--- config.mk ---
export PLATFORM = sky130hd
export DESIGN_NAME = conv3_fifo
export DESIGN_NICKNAME = d
export VERILOG_FILES = /design/src/conv3_fifo.sv
export SDC_FILE = /design/constraint.sdc
export NUM_CORES = 1
export LEC_CHECK = 0
export ABC_AREA = 0
export BUFFER_PORTS_ARGS = -buffer_cell sky130_fd_sc_hd__clkbuf_2
export CAP_MARGIN = 20
export CORE_UTILIZATION = 48
export CTS_CLUSTER_SIZE = 40
export DETAILED_ROUTE_END_ITERATION = 10
export HOLD_SLACK_MARGIN = 0.1
export PLACE_DENSITY = 0.75
export SYNTH_ARGS = -nofsm -noshare
export SYNTH_HDL_FRONTEND = slang
export SYNTH_SLANG_ARGS = --single-unit
--- constraint.sdc ---
create_clock -name clk -period 1.9 [get_ports clk]
set_clock_uncertainty 0.05 [all_clocks]
set_input_delay 0.19 -clock clk [delete_from_list [all_inputs] [get_ports clk]]
set_output_delay 0.19 -clock clk [all_outputs]
set_load 0.03 [all_outputs]
--- src/conv3_fifo.sv ---
// Small register-based first-in first-out queue.
`timescale 1ns / 1ps

module conv3_fifo #(
  parameter int WIDTH = 8,
  parameter int DEPTH = 2
) (
  input  logic                       clk,
  input  logic                       rst_n,
  input  logic                       push,
  input  logic [WIDTH-1:0]           wr_data,
  output logic                       full,
  input  logic                       pop,
  output logic [WIDTH-1:0]           rd_data,
  output logic                       empty,
  output logic [$clog2(DEPTH+1)-1:0] count
);

  localparam int PTR_W = (DEPTH > 1) ? $clog2(DEPTH) : 1;
  localparam int CNT_W = $clog2(DEPTH + 1);
  localparam logic [PTR_W-1:0] PTR_LAST = PTR_W'(DEPTH - 1);

  logic [WIDTH-1:0] mem_r [DEPTH];
  logic [PTR_W-1:0] wr_ptr_r, wr_ptr_nxt;
  logic [PTR_W-1:0] rd_ptr_r, rd_ptr_nxt;
  logic [CNT_W-1:0] cnt_r, cnt_nxt;
  logic             do_push, do_pop;

  assign full    = (cnt_r == CNT_W'(DEPTH));
  assign empty   = (cnt_r == '0);
  assign count   = cnt_r;
  assign do_push = push && !full;
  assign do_pop  = pop && !empty;
  assign rd_data = mem_r[rd_ptr_r];

  always_comb begin
    wr_ptr_nxt = wr_ptr_r;
    rd_ptr_nxt = rd_ptr_r;
    cnt_nxt    = cnt_r;
    if (do_push) begin
      wr_ptr_nxt = (wr_ptr_r == PTR_LAST) ? '0 : wr_ptr_r + 1'b1;
    end
    if (do_pop) begin
      rd_ptr_nxt = (rd_ptr_r == PTR_LAST) ? '0 : rd_ptr_r + 1'b1;
    end
    if (do_push && !do_pop) begin
      cnt_nxt = cnt_r + 1'b1;
    end else if (do_pop && !do_push) begin
      cnt_nxt = cnt_r - 1'b1;
    end
  end

  always_ff @(posedge clk) begin
    if (!rst_n) begin
      wr_ptr_r <= '0;
      rd_ptr_r <= '0;
      cnt_r    <= '0;
    end else begin
      wr_ptr_r <= wr_ptr_nxt;
      rd_ptr_r <= rd_ptr_nxt;
      cnt_r    <= cnt_nxt;
    end
  end

  always_ff @(posedge clk) begin
    if (do_push) begin
      mem_r[wr_ptr_r] <= wr_data;
    end
  end

endmodule

### After elaboration in Yosys (flattened, before gate mapping)

Memories as Yosys holds them, arrays and structs flattened. A register that Yosys moved wholly into a read port is not among the register bits.
Index checks and enable logic that the tools add are counted.

* memory bits (writable): 16
* memories kept: 1
* register bits: 4
* output and inout port bits: 12

* $add $sub $neg: 4
* muxes and demuxes: 8
* reduce and logical (&&, ||, !) cells: 10
* equality and inequality tests: 1

Memory list
* mem_r: words 2, width 8, rd ports 1, clocked after memory_dff 1, write ports 1, line 23 `logic [WIDTH-1:0] mem_r [DEPTH];`

Operators with widths (number)
* 1-bit two-way mux: 6
* 1-bit logical AND: 4
* 1-bit logical NOT: 4
* 2-bit two-way mux: 2
* 1-bit adder (second input constant): 2
* 2-bit by 1-bit adder with 2-bit output (second input constant): 1
* 2-bit equality test (second input constant): 1
* 2-bit logical NOT: 1
* 2-bit nonzero test: 1
* 2-bit by 1-bit subtractor with 2-bit output (second input constant): 1

### Longest topological paths before layout

* depth after elaboration: 7
* mapped depth: 7

### Worst setup path before layout

No wires, ideal clock.

* path kind: flip-flop to flip-flop
* start point: register cnt_r[0] (netlist: count[0])
* end point: register cnt_r[1] (netlist: count[1])
* stages on the path, launching flop included: 7
* path slack: 0.095 ns
* library setup time: 0.070 ns
* arrival time: 1.685 ns
* clock period less this slack: 1.805 ns
* path buffers: 0
* cell sequence: dfxtp_1 > nand2b_1 > inv_2 > nor2_1 > ha_1 > or3_1 > a21boi_1

* word-level cells in the longest chain between the ends: 6

Ends and longest elaborated chain
* start: declaration: line 26 `logic [CNT_W-1:0] cnt_r, cnt_nxt;`
* start signal: assignment: line 61 `cnt_r <= cnt_nxt;`
* 2-bit equality test *: line 29 `assign full = (cnt_r == CNT_W'(DEPTH));`
* via full: line 12 `output logic full,`
* 1-bit logical NOT *: line 32 `assign do_push = push && !full;`
* 1-bit logical AND *: line 32
* 1-bit logical NOT: line 48 `end else if (do_pop && !do_push) begin`
* 1-bit logical AND: line 48
* 2-bit nonzero test (no line)

Mark *: on every way through the listed nets, which the timed path passes. The rest lies on a longest branch. The select of a mux whose other input is x is not followed.
A chain may end at the register's enable or synchronous reset.

### Worst setup path in the final report

* start point: register cnt_r[0] (netlist: count[0])
* end point: register cnt_r[1] (netlist: count[1])

* word-level cells in the longest chain between the ends: 6

Ends and longest elaborated chain (line)
* 2-bit equality test or 2-bit logical NOT (tied branches): 29, 30
* 1-bit logical NOT, on equally long branches: 32, 33
* 1-bit logical AND, on equally long branches: 32, 33
* 1-bit logical NOT, on equally long branches: 48, 46
* 1-bit logical AND, on equally long branches: 48, 46
* 2-bit nonzero test (no line) or 2-bit two-way mux (tied branches)

Several ways; a longest one is shown, not always the timed one. The select of a mux whose other input is x is not followed.

==> flow_metrics.py <==
metrics = {
    "synth": {
        "post_synth_main_area_contributors": "sky130_fd_sc_hd__edfxtp_1 (59%), sky130_fd_sc_hd__dfxtp_1 (12%), sky130_fd_sc_hd__mux2_2 (11%), sky130_fd_sc_hd__and2_1 (2.3%), sky130_fd_sc_hd__xnor2_1 (2.2%)",
        "synth_sequential_area_ratio_pct": 71.7,
        "async_flop_share_pct": 0,
        "synth.most_common_cell": "sky130_fd_sc_hd__edfxtp_1",
        "synth_edf_count": 16,
        "netlist_top_cells_count": "sky130_fd_sc_hd__edfxtp_1 (16), sky130_fd_sc_hd__mux2_2 (8), sky130_fd_sc_hd__dfxtp_1 (5)",
        "synth_top_flop_cell": "sky130_fd_sc_hd__edfxtp_1",
        "synth_top_cell_area_share_pct": 59.4,
        "syn_area_per_cell_um2": 16.2,
        "total_standard_cell_area_after_synthesis_um2": 810,
        "ys_types": 20,
        "synth_nets": 63,
        "synthCells": 50,
        "synth-warning-count": 0,
        "netlist.top_cell.by_area": "sky130_fd_sc_hd__edfxtp_1",
        "synth-seq-cells": 21,
    },
    "setup_path": {
        "critical_path.max_fanout": 6,
        "setup.worst_path.end_class": "flip-flop",
        "delay_of_the_slowest_critical_path_stage_ns": 0.45,
        "worstSetupStartpointType": "flip-flop",
        "critical_path.slowest_cell": "sky130_fd_sc_hd__dfxtp_1",
        "critPathKind": "reg -> reg",
        "cpLargestDelayFamily": "simple AND/OR/NAND/NOR gates",
        "worst_ep_arrival_time_ns": 1.85,
        "cp.required_ns": 2.08,
        "worstPathCellList": "nand2b_1 > inv_2 > nor2_1 > ha_1 > or3_1 > a21boi_1",
        "worst_r2r_startpoint": "count[0]",
        "cp.buffers_inverters": 1,
        "critPathLaunch": "count[0]",
    },
    "floorplanning": {
        "ios": 24,
        "die_area_mm2": 0.00185,
        "initial_core_utilization_pct": 52.5,
        "core_area_mm2": 0.00154,
        "die_y_um": 43.1,
        "placementRows": 14,
        "floorplan.die.width_um": 43.1,
    },
    "timing": {
        "hold-worst-slack_ns": 0.193,
        "worst-slew-pin-transition_ns": 0.388,
        "number_of_endpoints_with_negative_hold_slack_in_the_final_report": 0,
        "final_critical_period_ns": 1.67,
        "grt_setup_unrepaired": "false",
        "final-setup-viol-count": 0,
        "timing.final.max_slew_violations": 0,
        "fmax_mhz": 601,
        "setup_tns_ns": 0,
        "relSlewSlack_pct": 74.1,
        "final_min_period_over_clock_period_pct": 87.6,
    },
    "grt": {
        "grt_start_max_net_pins": 13,
        "grt_first_pass_wirelength_um": 2080,
        "vias_in_the_first_global_route": 523,
        "gr-usage-all-layers_pct": 16.2,
        "globalRoute.totalOverflow": 0,
        "antenna_found_initial": 0,
    },
    "cts": {
        "ctsHtreeMaxLevel": 1,
        "clock_tree_from_tritoncts": "built",
        "clock_tree.buffer_depth": 2,
        "root_buffer": "sky130_fd_sc_hd__clkbuf_4",
        "worstSkewPairLatency_ns": 0.30,
        "cts.sink_count": 21,
        "clock_input_transition_at_the_sequential_cells_of_the_worst_setup_and_hold_paths_ns": 0.12,
        "cts_buffers": 3,
    },
    "worst_hold_path": {
        "timing.hold.worst.class": "in -> reg",
        "worstHoldStart": "push",
    },
    "power_and_ir_drop": {
        "switching_power_uw": 543,
        "power.density_mw_per_mm2": 1350,
        "comb_power_share_pct": 40.2,
        "power_switching_share_pct": 37.8,
        "power.internal_uw": 892,
        "vdd_drop_max_mv": 0.845,
        "total_leakage_power_uw": 0.000437,
        "seqPwrFrac_pct": 45.3,
        "clkPwrFrac_pct": 14.5,
    },
    "routing": {
        "drt_first_iter_violations": 10,
        "vias_per_cell": 4.93,
        "routed_wl_um": 1230,
        "postRouteAntennaNets": 0,
        "drt-pass1-iter-count": 4,
        "detail_route.drc_violations": 0,
        "vias": 503,
        "detail_route.wl_per_cell_um": 12.0,
    },
    "run_status": {
        "status": "finished, final reports clean",
    },
    "layout": {
        "nNetsFinal": 100,
        "syn_to_final_growth_pct": 31.5,
        "antenna_cells_inserted": 0,
        "final_layout_size_suffix_gt1_share_pct": 44.2,
    },
    "flow_run": {
        "max-cap-violations": 0,
    },
    "placed_design": {
        "io_buffer_count": 23,
        "routabilityCongestion": 0.680,
    },
}
-- per-stage QoR --
step	worst slack (ns)	utilization (%)	total power, uW	area, um2	std cells
after floorplan	0.0950	-	1080	810	50
after global placement	0.344	61.4	1220	947	89
after detailed placement	0.248	61.4	1230	947	89
after CTS	0.224	69.1	1450	1060	102
after global routing	0.106	69.1	1530	1060	102
final	0.235	69.1	1430	1060	102
-- power groups by stage --
stage	registers, uW	clock network, uW	logic (uW)
after detailed placement	663	0	566
after global routing	664	241	627
after floorplan	668	0	412
after CTS	653	219	582
final	650	208	576
after global placement	657	0	558
-- path summary, 6_finish.rpt --
check,end,slack [ns],cells past startpoint
worst min register to register,count[1],0.50,2
worst max register to register,count[1],0.23,6
worst min-delay path,wr_ptr_r,0.19,3
worst max-delay path,count[1],0.23,6
-- state kept, by name, summed over array words and instances, names as in the netlist, named ones only --
register  cells
mem_r        16
count         2
wr_ptr_r      1
rd_ptr_r      1
-- placed cells by master, fill, tap and decap left out, drive strengths merged --
| master | netlist | routed |
|---|---|---|
| dlygate4sd3 | 0 | 9 |
| and2 | 3 | 3 |
| a21boi | 2 | 2 |
| and3 | 1 | 1 |
| xnor2 | 2 | 2 |
| buf | 1 | 1 |
| o21a | 1 | 1 |
| inv | 2 | 2 |
| dfxtp | 5 | 5 |
| ha | 1 | 1 |
| xor2 | 1 | 1 |
| nand2b | 1 | 1 |
| nor3 | 1 | 1 |
| nor2 | 2 | 2 |
| mux2 | 8 | 8 |
| o21ai | 2 | 2 |
| clkbuf | 0 | 26 |
| clkinv | 0 | 1 |
| edfxtp | 16 | 16 |
| or3 | 1 | 1 |
-- what timing repair did --
action                                 CTS  global route
hold buffers                             9             0
buffers inserted                         0             0
endpoints found under the hold margin   20             0
resized for setup                        0             0
-- logic make-up (layout without fill, tap and decap cells) --
kind of cell    after synthesis  after routing  synth area share (%)
compound gates                5              5                  4.02
fa+ha+maj                     1              1                  1.55
xor+xnor                      3              3                  3.25
buf+inv                       3             39                  1.54
simple gates                  9              9                  6.80
flops                        21             21                  71.7
mux                           8              8                  11.1
-- area by class of cell --
type                    instances  area [um2]
fillers                       117         477
flip-flops and latches         21         581
clock buffers                   3        22.5
multi-input cells              26         216
clock inverters                 1        5.00
well taps                      16        20.0
inverters                       2        7.51
repair buffers                 33         213
-- metal layers --
metal / wire, um / up-vias / track usage [%]
met5: 0 / - / 0
met4: 18 / 0 / 9.09
met2: 648 / 13 / 27.6
li1: - / 254 / -
met1: 510 / 234 / 17.6
met3: 48 / 2 / 5.11
-- worst min-delay path: cells and delay by family --
| kind | cells | cell delay [ns] |
|---|---|---|
| AOI/OAI and AO/OA | 2 | 0.23 |
| buffers and inverters | 1 | 0.09 |
Power figures use the tool's default switching activity.
