--- config.mk ---
export PLATFORM = sky130hd
export DESIGN_NAME = conv3_front
export DESIGN_NICKNAME = d
export VERILOG_FILES = /design/src/conv3_pkg.sv /design/src/conv3_ram.sv /design/src/conv3_front.sv
export SDC_FILE = /design/constraint.sdc
export NUM_CORES = 1
export LEC_CHECK = 0
export BUFFER_PORTS_ARGS = -buffer_cell sky130_fd_sc_hd__buf_2
export CAP_MARGIN = 20
export CORE_AREA = 8 8 359 291
export CTS_BUF_LIST = sky130_fd_sc_hd__clkbuf_4 sky130_fd_sc_hd__clkbuf_8
export DETAILED_ROUTE_END_ITERATION = 6
export DIE_AREA = 0 0 367 299
export HOLD_SLACK_MARGIN = 0.05
export PLACE_DENSITY_LB_ADDON = 0.15
export SYNTH_ARGS = -nofsm -noshare
export SYNTH_HDL_FRONTEND = slang
export SYNTH_SLANG_ARGS = --single-unit
export TNS_END_PERCENT = 1
--- constraint.sdc ---
create_clock -name clk -period 28.8 [get_ports clk]
set_clock_uncertainty 0.15 [all_clocks]
set_input_delay 2.88 -clock clk [delete_from_list [all_inputs] [get_ports clk]]
set_output_delay 2.88 -clock clk [all_outputs]
set_load 0.005 [all_outputs]
--- src/conv3_pkg.sv ---
// Shared types and constants of the 3x3 fixed-point convolution block.
`timescale 1ns / 1ps

package conv3_pkg;

  localparam int FRAC_BITS = 16;
  localparam int INT_BITS  = 8;
  localparam int WORD_W    = INT_BITS + FRAC_BITS;
  localparam int PAIR_W    = 2 * WORD_W;
  localparam int PROD_W    = 2 * WORD_W;
  localparam int RND_W     = FRAC_BITS + WORD_W;
  localparam int OUT_W     = 24;
  localparam int TAP_N     = 9;

  localparam int CFG_DATA_W = 64;
  localparam int CFG_ADDR_W = 6;
  localparam int CFG_IDX_W  = 3;

  localparam logic [CFG_IDX_W-1:0] REG_TAPS_0_1 = 3'd0;
  localparam logic [CFG_IDX_W-1:0] REG_TAPS_2_3 = 3'd1;
  localparam logic [CFG_IDX_W-1:0] REG_TAPS_4_5 = 3'd2;
  localparam logic [CFG_IDX_W-1:0] REG_TAPS_6_7 = 3'd3;
  localparam logic [CFG_IDX_W-1:0] REG_TAP_8    = 3'd4;

  typedef logic signed [WORD_W-1:0] word_t;
  typedef logic [TAP_N-1:0][WORD_W-1:0] taps_t;

  // One complete window on its way from the front end to the arithmetic.
  typedef struct packed {
    taps_t px;
    logic  last;
  } win_t;

  typedef struct packed {
    logic [OUT_W-1:0] conv_value;
    logic             last;
  } result_t;

endpackage

--- src/conv3_ram.sv ---
// Generic simple dual-port RAM with a registered read port.
`timescale 1ns / 1ps

module conv3_ram #(
  parameter int WIDTH = 8,
  parameter int DEPTH = 4
) (
  input  logic                     clk,
  input  logic                     we,
  input  logic [$clog2(DEPTH)-1:0] waddr,
  input  logic [WIDTH-1:0]         wdata,
  input  logic                     re,
  input  logic [$clog2(DEPTH)-1:0] raddr,
  output logic [WIDTH-1:0]         rdata
);

  logic [WIDTH-1:0] mem_r [DEPTH];
  logic [WIDTH-1:0] rdata_r;

  always_ff @(posedge clk) begin
    if (we) begin
      mem_r[waddr] <= wdata;
    end
    if (re) begin
      rdata_r <= mem_r[raddr];
    end
  end

  assign rdata = rdata_r;

endmodule

--- src/conv3_front.sv ---
// Front end: pixel intake, line buffer, 3x3 window and window classification.
`timescale 1ns / 1ps

module conv3_front #(
  parameter int FRAME_WIDTH  = 28,
  parameter int FRAME_HEIGHT = 28
) (
  input  logic             clk,
  input  logic             rst_n,
  input  logic             push,
  input  conv3_pkg::word_t pixel,
  output logic             full,
  output logic             q_push,
  output conv3_pkg::win_t  q_data,
  input  logic             q_full
);

  import conv3_pkg::*;

  localparam int COL_W = $clog2(FRAME_WIDTH);
  localparam int ROW_W = $clog2(FRAME_HEIGHT);
  localparam logic [COL_W-1:0] COL_LAST = COL_W'(FRAME_WIDTH - 1);
  localparam logic [ROW_W-1:0] ROW_LAST = ROW_W'(FRAME_HEIGHT - 1);

  logic [COL_W-1:0]  col_r, col_nxt;
  logic [ROW_W-1:0]  row_r, row_nxt;
  logic              s1_vld_r, s1_vld_nxt;
  logic [WORD_W-1:0] s1_px_r;
  logic [COL_W-1:0]  s1_col_r;
  logic              s1_res_r;
  logic              s1_last_r;
  taps_t             win_r, win_nxt;
  logic [PAIR_W-1:0] line_rd;
  logic              accept;
  logic              s1_adv;

  assign accept = push && !full;
  assign s1_adv = s1_vld_r && (!s1_res_r || !q_full);
  assign full   = s1_vld_r && !s1_adv;

  // Each line buffer entry holds one column: row r-1 on top, row r-2 below.
  conv3_ram #(
    .WIDTH (PAIR_W),
    .DEPTH (FRAME_WIDTH)
  ) u_line_ram (
    .clk   (clk),
    .we    (s1_adv),
    .waddr (s1_col_r),
    .wdata ({s1_px_r, line_rd[PAIR_W-1:WORD_W]}),
    .re    (accept),
    .raddr (col_r),
    .rdata (line_rd)
  );

  always_comb begin
    col_nxt    = col_r;
    row_nxt    = row_r;
    s1_vld_nxt = s1_vld_r;
    if (s1_adv) begin
      s1_vld_nxt = 1'b0;
    end
    if (accept) begin
      s1_vld_nxt = 1'b1;
      if (col_r == COL_LAST) begin
        col_nxt = '0;
        row_nxt = (row_r == ROW_LAST) ? '0 : row_r + 1'b1;
      end else begin
        col_nxt = col_r + 1'b1;
      end
    end
  end

  always_comb begin
    for (int k = 0; k < 3; k++) begin
      win_nxt[k*3+0] = win_r[k*3+1];
      win_nxt[k*3+1] = win_r[k*3+2];
    end
    win_nxt[2] = line_rd[WORD_W-1:0];
    win_nxt[5] = line_rd[PAIR_W-1:WORD_W];
    win_nxt[8] = s1_px_r;
  end

  assign q_push      = s1_adv && s1_res_r;
  assign q_data.px   = win_nxt;
  assign q_data.last = s1_last_r;

  always_ff @(posedge clk) begin
    if (!rst_n) begin
      col_r    <= '0;
      row_r    <= '0;
      s1_vld_r <= 1'b0;
    end else begin
      col_r    <= col_nxt;
      row_r    <= row_nxt;
      s1_vld_r <= s1_vld_nxt;
    end
  end

  always_ff @(posedge clk) begin
    if (accept) begin
      s1_px_r   <= pixel;
      s1_col_r  <= col_r;
      s1_res_r  <= (row_r >= ROW_W'(2)) && (col_r >= COL_W'(2));
      s1_last_r <= (row_r == ROW_LAST) && (col_r == COL_LAST);
    end
    if (s1_adv) begin
      win_r <= win_nxt;
    end
  end

endmodule

[Yosys cells after proc, flatten, opt, wreduce, memory -nomap -nowiden]
Memory sizes are Yosys's and may differ from the RTL's. A register that Yosys moved wholly into a read port is not among the register bits.
Index checks and enable logic that the tools add are counted.
Word-level totals
  flip-flop bits (word level): 186
  memory bits (writable): 1344
  word-level logic and storage cells: 39
  memories kept: 1
  bits of input ports: 28
  output and inout bits: 219
Operators by class
  add/sub/neg operators: 2
  eq/ne operators: 2
  magnitude comparators: 2
  reductions and logical operators: 13
  mux-type cells: 6
Memory list
  u_line_ram.mem_r: words 28, width 48, rd ports 1, clocked after Yosys merged registers in 1, wr ports 1, line conv3_ram.sv:17  | logic [WIDTH-1:0] mem_r [DEPTH];
Operators by type and width (number)
  5-bit by 1-bit adder with 5-bit output (second input constant): 2
  5-bit equality test (second input constant): 2
  5-bit by 2-bit >= comparator with 1-bit output (second input constant): 2
  5-bit two-way mux: 2
  1-bit logical AND: 6
  1-bit zero test: 4
  1-bit two-way mux: 4
  2-bit AND reduction: 1
  2-bit nonzero test: 1
  1-bit logical OR: 1

[Depth between registers and ports, before layout]
  depth after elaboration: 8
  depth in mapped cells: 9
  depth with buffers taken out: 5

[By module]
Synthesis repeated with hierarchy kept, for this count alone.
Unflattened totals
  cells, all modules: 2859
  area total of the unflattened synthesis: 58910.2 µm²
Modules (own cells, without submodules)
  conv3_ram: times used 1, cells an instance 2613, seq. area each 41800.1 µm², area an instance 53045.9 µm²
  conv3_front: times used 1, cells an instance 246, seq. area each 5475.3 µm², area an instance 5864.4 µm²

[Least setup slack after synthesis]
OpenSTA, ideal clock, no wires.
  path type: in2reg
  from: in q_full
  to: mem u_line_ram.mem_r[14][0] in the netlist's numbering, enable pin
  data required time: 28.197 ns
  setup time: 0.453 ns
  setup slack: 14.884 ns
  data arrival time: 13.312 ns
  buffers on the path: 0
  stages on the path: 3
  cells stage by stage: a21boi_1 nand3b_1 nor2_1
On the way
  word-level cells in the longest chain between the ends: 5
RTL lines
  start: declaration: line conv3_front.sv:15  | input logic q_full
  1-bit zero test: line conv3_front.sv:38  | assign s1_adv = s1_vld_r && (!s1_res_r || !q_full);
  1-bit logical OR: line conv3_front.sv:38
  1-bit logical AND: line conv3_front.sv:38
  1-bit two-way mux: line conv3_ram.sv:21  | if (we) begin
  1-bit two-way mux (not written as such): line conv3_ram.sv:22  | mem_r[waddr] <= wdata;
  end: declaration: line conv3_ram.sv:17
No other way between the ends.

[Final worst setup path]
  from: in q_full
  to: out full
On the way
  word-level cells in the longest chain between the ends: 5
RTL lines
  1-bit zero test: line conv3_front.sv:38
  1-bit logical OR: line conv3_front.sv:38
  1-bit logical AND: line conv3_front.sv:38
  1-bit zero test: line conv3_front.sv:39  | assign full = s1_vld_r && !s1_adv;
  1-bit logical AND: line conv3_front.sv:39
  end: declaration: line conv3_front.sv:12  | output logic full,
No other way between the ends.

==> summary.md <==
| Metric | Value |
|---|---|
| Inst Count DP | between 4000 and 5000 |
| Peak supply drop | 48.7 µV |
| Share of cells above drive strength 1 | 0.311 |
| Worst-skew pair later-pin latency | around 0.9 ns |
| Antenna violations before repair | 3 |
| CP dominant cell by count | buf_2 |
| CP Depth | 4 |
| Reg-to-reg endpoint | u_line_ram.rdata[12] |
| Library cells used by synthesis | 48 |
| Met1 global-route usage | 0.353 |
| Post-route insts no fill | around 4600 |
| Number of max-cap violations | 0 |
| Clk pin slew, worst setup/hold paths | 0.06 ns |
| Clock sinks | ~1600 |
| Initial DRT Pass Iterations | 5 |
| Overall Power | roughly 4.5 mW |
| Min-delay worst type | flip-flop to flip-flop |
| Critical Path AT | around 3.4 ns |
| Post-synth top flop | edfxtp_1 |
| Nets | 3122 |
| Async SR Flop Fraction | 0 |
| Global-route wire length before repair | approximately 200 mm |
| Final worst-path cycle share | 0.225 |
| PostCTS Resize Cnt | 0 |
| Std-Cell Rows | 103 |
| Crit start category | input port |
| Synth Area in Adders | 0.000853 |
| M3 GR Usage | 0.0543 |
| Largest family of logic cells by synthesized area | multiplexers |
| CTS buffer count | approximately 220 |
| Worst hold slack | around 0.29 ns |
| Post-synthesis mux area share | 0.135 |
| Initial core utilization | 0.598 |
| Clock Tree Root | clkbuf_8 |
| Buf/Inv on CP | 3 |
| WHS Endpoint | q_data[19] |
| ANT nets after route | 0 |
| Clock buffer depth | 3 |
| Ports | approximately 250 |
| Relative slew slack | 0.253 |
| Launching point of the worst reg2reg path | col_r[1] |
| Gr busiest metal | met2 |
| Largest net degree at the start of global routing | between 100 and 150 |
| Post-synthesis compound-gate area fraction | 0.0315 |
| XOR/XNOR Fraction of Synth Area | 0.000149 |
| Hold-critical path depth | 0 |
| Met2 usage | 0.416 |
| Syn avg cell area | between 20 and 25 µm² |
| CP max FO | 5 |
| Overflow after GRT | 0 |
| #FFs+latches synth | between 1500 and 2000 |
| DPL Wire Length | 82.4 mm |
| GP Congestion | 0.831 |
| WL final | ~140 mm |
| Core area | 98200 µm² |
| Worst Hold Launch | q_data[43] |
| Critical path required time | between 20 and 30 ns |
| Crit path max-delay cell type | nand3_1 |
| CP peak stage delay | around 0.18 ns |
| Routed len/inst | 31.2 µm |
| Worst-path cell chain | buf_2 > nand3_1 > inv_1 > buf_2 |
| Htree depth | 4 |
| Routed vias/inst | 6.31 |
| Die width | between 300 and 400 µm |
| Outcome | completed |
| Leak | 21.3 nW |
| Synthesized Nets | around 2700 |
| Post-Synth Simple-Gate Area | 0.0143 |
| Vias in the first global route | slightly below 30000 |
| Setup Viol. Count Final | 0 |
| Iteration-0 DRC Markers | about 3300 |
| Worst r2r path cells | 7 |
| Port bufs | between 200 and 250 |
| PwrDens | slightly below 70 nW/µm² |
| # fillers | ~6300 |
| Yosys warns | 0 |
| Syn Std Cell Area | 58700 µm² |
| Cts hold-fix bufs | 0 |
| Fmax | roughly 0.15 GHz |
| Die ar. | about 110000 µm² |
| CTS tree | built |
| Post-synthesis sequential area ratio | 0.805 |
| Die Span Y | about 300 µm |
| Final hold violations | 0 |
| Area grow syn2layout | 12.8% |
| Vias | 28900 |
| Worst Max-Slew Pin Slew | ~1.1 ns |
| Number of flops mapped to enable cells by yosys | between 1500 and 2000 |
| Final core utilization | 0.674 |
| Drt drc | 0 |
| RSZ-0062 raised after global routing | false |
| Final Slew Violations | 0 |
| Delay-heaviest family, CP | buffers and inverters |
| Reg2reg setup slack | 23.58 ns |
| Crit path kind | input port to output pin |
| Total GRT Usage | 0.256 |
| Setup TNS Final | 0 ns |
| Cells after Synth | ~2600 |
| Setup bufs post-CTS | 0 |
| CP endpoint kind | output pin |
| CP startpoint | q_full |
| Min cycle time layout | 6.47 ns |
-- synth_stat cells (2+ instances only) --
cell	number	area (µm²)
o22ai_1	41	257
mux4_2	255	5740
a2bb2oi_1	11	96.3
nand4_1	2	12.5
clkbuf_1	46	173
a2111oi_0	8	70.1
nor2_1	55	206
or3b_1	2	17.5
nand3b_1	7	52.6
a22o_1	6	52.6
or3b_2	3	26.3
buf_4	30	225
mux2i_1	182	1820
a21oi_1	72	360
mux2_2	31	349
edfxtp_1	1567	47100
or4_1	2	15.0
dfxtp_1	11	220
buf_1	7	26.3
a21boi_1	21	158
inv_1	4	15.0
a221oi_1	3	26.3
and2_1	8	50.1
o21a_1	2	15.0
a31oi_1	11	68.8
a211oi_1	7	52.6
o221ai_1	46	403
a211o_1	11	96.3
a311oi_1	2	17.5
o21ai_0	17	85.1
nand3_1	7	35.0
ha_1	4	50.1
o21ai_1	15	75.1
nand2_1	60	225
or3_1	16	100
nor3_1	12	60.1
buf_2	47	235
buf_6	6	67.6
clkinv_1	3	11.3
-- power breakdown --
part           leakage, nW  internal, mW  total [mW]  switching, mW
Combinational         4.78        0.0934       0.253          0.160
Clock                 2.25         0.874        1.68          0.810
Sequential            14.3          2.57        2.59         0.0212
-- logic make-up (layout without fill, tap and decap cells) --
group | after synthesis | in the layout
AO/OA/AOI/OAI | 275 | 275
adder cells (fa/ha/maj) | 4 | 4
XOR/XNOR | 1 | 1
buffers and inverters | 144 | 761
AND/OR/NAND/NOR | 179 | 179
other | 0 | 1
multiplexers | 468 | 468
flip-flops | 1578 | 1578
-- routing by layer --
metal	vias up	part of all wire	wire length (µm)
li1	12000	-	-
met1	15200	0.39	56400
met2	1479	0.49	70500
met3	204	0.085	12100
met4	0	0.026	3700
met5	-	0	0
-- registers in the layout, summed over array words and instances (netlist names) --
name / flops
u_line_ram.mem_r: 1344
q_data: 144
u_line_ram.rdata: 48
s1_px_r: 24
col_r: 5
row_r: 5
s1_col_r: 5
s1_last_r: 1
s1_res_r: 1
s1_vld_r: 1
-- cell usage in the layout (no fill, tap or decap), types with 4 or more instances in the layout --
cell        count
a2111oi_0       4
a211o_1        11
a211oi_1        7
a21boi_1       20
a21oi_1        72
a22o_1          6
a2bb2oi_1      11
a31oi_1        11
and2_1          8
buf_2         246
buf_4         103
bufinv_16       5
clkbuf_4       66
clkbuf_8      233
clkinv_1       69
clkinv_2       22
clkinvlp_4      5
dfxtp_1         6
dfxtp_4         4
edfxtp_1     1567
ha_1            4
mux2_2         31
mux2i_1       182
mux4_2        255
nand2_1        60
nand3_1         7
nand3b_1        7
nor2_1         26
nor2_4         29
nor3_1         12
o21ai_0        17
o21ai_1        15
o221ai_1       46
o22ai_1        41
or3_1          15
-- metrics by stage --
step | setup slack, ns | instance area, µm²
finish | 22.33 | 66200
global route | 22.27 | 66200
CTS | 22.32 | 66200
detailed placement | 21.97 | 61900
global placement | 22.08 | 61900
floorplan | 14.88 | 58700
-- worst max path at each step --
stage                               endpoint  slack (ns)
floorplan            u_line_ram.mem_r[14][0]       14.88
finish                                  full       22.33
global placement    u_line_ram.mem_r[27][21]       22.08
detailed placement  u_line_ram.mem_r[26][23]       21.97
global route                            full       22.27
CTS                                     full       22.32
-- layout make-up --
| cell class | count | area (µm²) | share of cell area |
|---|---|---|---|
| Antenna cell | 1 | 2.50 | 0.0000378 |
| Timing Repair Buffer | 352 | 2070 | 0.0313 |
| Clock inverter | 102 | 571 | 0.00862 |
| Sequential cell | 1578 | 47300 | 0.714 |
| Tap cell | 1312 | 1640 | 0.0248 |
| Clock buffer | 299 | 3700 | 0.0559 |
| Multi-Input combinational cell | 927 | 10900 | 0.165 |
| Inverter | 8 | 35.0 | 0.000529 |
No activity file was read; power rests on OpenSTA's default activity.
